$ cat src/design/mr_pkg.sv
// shared types for the miller-rabin primality test block
// no dependencies; used by mr_modmul and miller_rabin_primality_test
package mr_pkg;

    typedef struct packed {
        logic busy;
        logic done;
    } mul_stat_t;

endpackage

$ cat src/design/mr_modmul.sv
// bit-serial double-and-add modular multiplier, one multiplier bit per cycle
// depends on mr_pkg
module mr_modmul #(
    parameter int NUM_BITS = 63
) (
    input  logic                  clk,
    input  logic                  rst_n,
    input  logic                  start,
    input  logic [NUM_BITS-1:0]   x,
    input  logic [NUM_BITS-1:0]   y,
    input  logic [NUM_BITS-1:0]   n,
    output logic [NUM_BITS-1:0]   result,
    output mr_pkg::mul_stat_t     stat
);

    logic [NUM_BITS-1:0] acc_reg, acc_next;
    logic [NUM_BITS-1:0] xs_reg, xs_next;
    logic [NUM_BITS-1:0] y_reg, y_next;
    logic                busy_reg, busy_next;
    logic                done_reg, done_next;

    logic [NUM_BITS:0]   acc_sum, acc_red;
    logic [NUM_BITS:0]   dbl_sum, dbl_red;
    logic [NUM_BITS:0]   n_ext;

    assign n_ext   = {1'b0, n};
    assign acc_sum = {1'b0, acc_reg} + {1'b0, xs_reg};
    assign dbl_sum = {1'b0, xs_reg} + {1'b0, xs_reg};
    assign acc_red = (acc_sum >= n_ext) ? acc_sum - n_ext : acc_sum;
    assign dbl_red = (dbl_sum >= n_ext) ? dbl_sum - n_ext : dbl_sum;

    always_comb
    begin
        acc_next  = acc_reg;
        xs_next   = xs_reg;
        y_next    = y_reg;
        busy_next = busy_reg;
        done_next = 1'b0;
        if (start)
        begin
            acc_next  = '0;
            xs_next   = x;
            y_next    = y;
            busy_next = 1'b1;
        end
        else if (busy_reg)
        begin
            if (y_reg == '0)
            begin
                busy_next = 1'b0;
                done_next = 1'b1;
            end
            else
            begin
                if (y_reg[0])
                begin
                    acc_next = acc_red[NUM_BITS-1:0];
                end
                xs_next = dbl_red[NUM_BITS-1:0];
                y_next  = y_reg >> 1;
            end
        end
    end

    always_ff @(posedge clk or negedge rst_n)
    begin
        if (!rst_n)
        begin
            busy_reg <= 1'b0;
            done_reg <= 1'b0;
        end
        else
        begin
            busy_reg <= busy_next;
            done_reg <= done_next;
        end
    end

    always_ff @(posedge clk)
    begin
        acc_reg <= acc_next;
        xs_reg  <= xs_next;
        y_reg   <= y_next;
    end

    assign result    = acc_reg;
    assign stat.busy = busy_reg;
    assign stat.done = done_reg;

endmodule

$ cat config.mk
export PLATFORM = sky130hd
export DESIGN_NAME = mr_modmul
export DESIGN_NICKNAME = d
export VERILOG_FILES = /design/src/design/mr_pkg.sv /design/src/design/mr_modmul.sv
export SDC_FILE = /design/constraint.sdc
export NUM_CORES = 1
export LEC_CHECK = 0
export ABC_AREA = 1
export BUFFER_PORTS_ARGS = -buffer_cell sky130_fd_sc_hd__buf_2
export CORE_UTILIZATION = 39
export CTS_CLUSTER_DIAMETER = 100
export DETAILED_ROUTE_END_ITERATION = 6
export PLACE_DENSITY = 0.65
export SLEW_MARGIN = 20
export SYNTH_ARGS = -nofsm -noshare
export SYNTH_HDL_FRONTEND = slang
export SYNTH_SLANG_ARGS = --single-unit
$ cat constraint.sdc
create_clock -name clk -period 5.5 [get_ports clk]
set_clock_uncertainty 0.15 [all_clocks]
set_input_delay 0.275 -clock clk [delete_from_list [all_inputs] [get_ports clk]]
set_output_delay 0.275 -clock clk [all_outputs]
set_load 0.02 [all_outputs]
==> flow_metrics.env <==
export IMPL_outcome="finished with violations"
export IMPL_violations="design-rule violations"
export IMPL_finalSetupViolCount=0
export IMPL_worst_ep_arrival_time_ps=5480
export IMPL_tns_ps=0
export IMPL_numCtsBuffers=17
export IMPL_ys_seq_area_share_pct=21.4
export IMPL_reg2reg_setup_slack_ps=190
export IMPL_cts_root_buf="clkbuf_16"
export IMPL_grt_usage_pct=33.4
export IMPL_crit_path_frequent_cell="nand2_1"
export IMPL_relSlewSlack_pct=32.2
export IMPL_drc=2
export IMPL_mostFrequentLayoutCell="nand2_1"
export IMPL_ys_ff_latch=191
export IMPL_clkTransAtPathRegs_ps=80
export IMPL_hp_class="in2reg"
export IMPL_worstSetupPathType="reg2reg"
export IMPL_final_layout_size_suffix_gt1_share_pct=7.86
export IMPL_rr_endpoint="result[51]"
export IMPL_die_h_microns=249
export IMPL_rows=90
export IMPL_hpwl_mm=88.4
export IMPL_slew_violations=0
export IMPL_synth_cell_types=50
export IMPL_firstDrtPassIters=7
export IMPL_yosys_most_used_dff="edfxtp_1"
export IMPL_holdPathStages=3
export IMPL_period_needed_ps=5310
export IMPL_dieWidth_microns=249
export IMPL_start_util_pct=39.4
export IMPL_wirelength_mm=106
export IMPL_ios=257
export IMPL_ant_nets=0
export IMPL_syn_nets=4451
export IMPL_gp_congestion=1.01
export IMPL_max_freq_mhz=188
export IMPL_area_growth_pct=16.2
export IMPL_timing_rr_start="xs_reg[31]"
export IMPL_synth_edf_count=126
export IMPL_coreArea_sq_mm=0.0604
export IMPL_synth_xor_xnor_area_share_pct=3.83
export IMPL_antenna_found_initial=1
export IMPL_tightest_slew_ps=1020
export IMPL_grt_overflow=0
export IMPL_synth_top_family_by_area="simple AND/OR/NAND/NOR gates"
export IMPL_ff2ff_path_depth=24
export IMPL_cts_buffer_depth=2
export IMPL_end_kind="register"
export IMPL_slowest_stage="edfxtp_1"
export IMPL_layout_common_cells="nand2_1, inv_1, nor2_1, a21oi_1, nand3_1"
export IMPL_critPathLaunchType="register"
export IMPL_cts_tree="yes"
export IMPL_min_from="x[26]"
export IMPL_yosys_warnings=0
export IMPL_yosys_area_share_simple_pct=37.8
export IMPL_htreeDepth=4
export IMPL_slowest_delay_ps=590
export IMPL_synth_compound_area_share_pct=15.0
export IMPL_drtIter0Drc=2552
export IMPL_use_met3_pct=5.28
export IMPL_busiest_layer="met2"
export IMPL_cp_data_required_time_ps=5670
export IMPL_finalNetCount=4786
export IMPL_muxShareOfSynthArea_pct=0
export IMPL_dieArea_sq_mm=0.0620
export IMPL_drv_cap=0
export IMPL_synthArstFlopShare_pct=1.05
export IMPL_gr_usage_met2_pct=53.5
export IMPL_grt_setup_unrepaired="no"
export IMPL_worstPathCellList="ha_1 > nand2_1 > nor2_1 > inv_1 > nor2_1 > inv_1 > o21ai_0 > a21oi_1 > nand3_1 > nand2_1 > ha_1 > nand2_1 > nor2_1 > inv_1 > nor2_1 > inv_1 > nor2_1 > nand3_1 > nand3_1 > nand2_1 > nand2_1 > nand2_1 > nand3_1 > a21oi_1"
export IMPL_critPathMaxFanout=5
export IMPL_postSynthAreaPerCell_sq_um=5.85
export IMPL_fin_crit_sh_pct=96.6
export IMPL_syn_area_sq_mm=0.0238
export IMPL_grt_max_degree=85
export IMPL_clock_sinks=191
export IMPL_hold_viol=0
export IMPL_clk_latency_ps=490
export IMPL_grt_pass1_wl_mm=155
export IMPL_vias_per_cell=5.37
export IMPL_grtUsageMet1_pct=44.9
export IMPL_grt_pass1_vias=26205
export IMPL_hold_path_endpoint="xs_reg[26]"
export IMPL_dr_total_vias=27900
export IMPL_wire_per_inst_microns=20.5
export IMPL_yosys_area_share_adder_pct=10.2
export IMPL_synth_cells=4067
export IMPL_port_buffers=256
cell usage after synthesis, types with 3 or more instances:
library cell  instances  area [sq um]
buf_1                 6          22.5
o21a_1               15           113
ha_1                189          2360
a31oi_1              13          81.3
nor2_1              479          1800
edfxtp_1            126          3780
o21bai_1             34           255
dfxtp_1              63          1260
nand2_2               4          25.0
nand3_1             281          1410
xnor2_1              45           394
inv_1               623          2340
a21boi_0              8          60.1
o21ai_0             195           976
nor2_2                4          25.0
xor2_1               59           517
nand2_1            1311          4920
buf_4                 5          37.5
nor4_1               30           188
nor3_1               34           170
nand3b_1             12          90.1
clkbuf_1             41           154
or2_2                 7          43.8
buf_2                20           100
buf_6                 9           101
inv_2                10          37.5
a21oi_1             311          1560
o21ai_1              40           200
fa_1                  3          60.1
o211ai_1             15           113
nand4_1              30           188
a21o_1               22           165
kinds of logic (layout without fill, tap and decap cells):
family | count (synthesis) | count (layout)
and+or+nand+nor | 2207 | 2208
buffers and inverters | 714 | 1061
AOI/OAI and AO/OA | 659 | 659
adders and majority gates | 192 | 192
DFF | 191 | 191
xor gates and xnor gates | 104 | 104
other | 0 | 1
how the worst max path moves through the flow:
| stage | startpoint | to | cells past startpoint |
|---|---|---|---|
| after floorplan | y_reg[11] | xs_reg[0] | 5 |
| after global placement | xs_reg[30] | result[40] | 23 |
| after detailed placement | xs_reg[0] | result[51] | 27 |
| after CTS | xs_reg[0] | result[4] | 27 |
| after global routing | xs_reg[0] | result[13] | 27 |
| final | xs_reg[31] | result[51] | 24 |
routing by layer:
metal / up-vias / part of all wire [%] / wire, microns
met4: 2 / 3.9 / 4160
met5: - / 0.012 / 13
met3: 185 / 8.4 / 8920
li1: 13768 / - / -
met1: 12794 / 43 / 46000
met2: 1151 / 44 / 47200
stage by stage:
| step | hold slack (ps) | area [sq um] | std cells | setup slack [ps] | util (%) |
|---|---|---|---|---|---|
| after global placement | -85.0 | 25800 | 5041 | 337 | 42.8 |
| after detailed placement | -85.8 | 25800 | 5041 | 309 | 42.8 |
| after CTS | 8.09 | 27600 | 5194 | 266 | 45.7 |
| final | 12.1 | 27600 | 5198 | 187 | 45.8 |
| after global routing | 15.5 | 27600 | 5197 | 20.9 | 45.8 |
| after floorplan | -171 | 23800 | 4067 | 849 | - |
what timing repair did:
| action | CTS | global route |
|---|---|---|
| hold endpoints to repair | 121 | 0 |
| endpoints found under the setup margin | 0 | 63 |
| buffers inserted | 0 | 1 |
| hold buffers | 121 | 0 |
| gates resized for setup | 0 | 6 |
layout make-up:
| type | instances | area [sq um] |
|---|---|---|
| antenna | 1 | 2.50 |
| clock buffer | 17 | 425 |
| clock inverter | 15 | 124 |
| fill | 6727 | 32700 |
| inverter | 633 | 2380 |
| multi-input combinational | 3163 | 16000 |
| sequential | 191 | 5090 |
| tap | 782 | 978 |
| timing repair buffer | 396 | 2690 |
worst max-delay path: cells and delay by family, from the launching register on:
kind            cells  cell delay, ps
buf+inv             4             410
fa+ha+maj           2             920
flops               1             590
simple gates       15            2280
compound gates      3             800
Power is not shown: default switching activity piles up to over one toggle a cycle in this logic, so the estimate is an artifact.
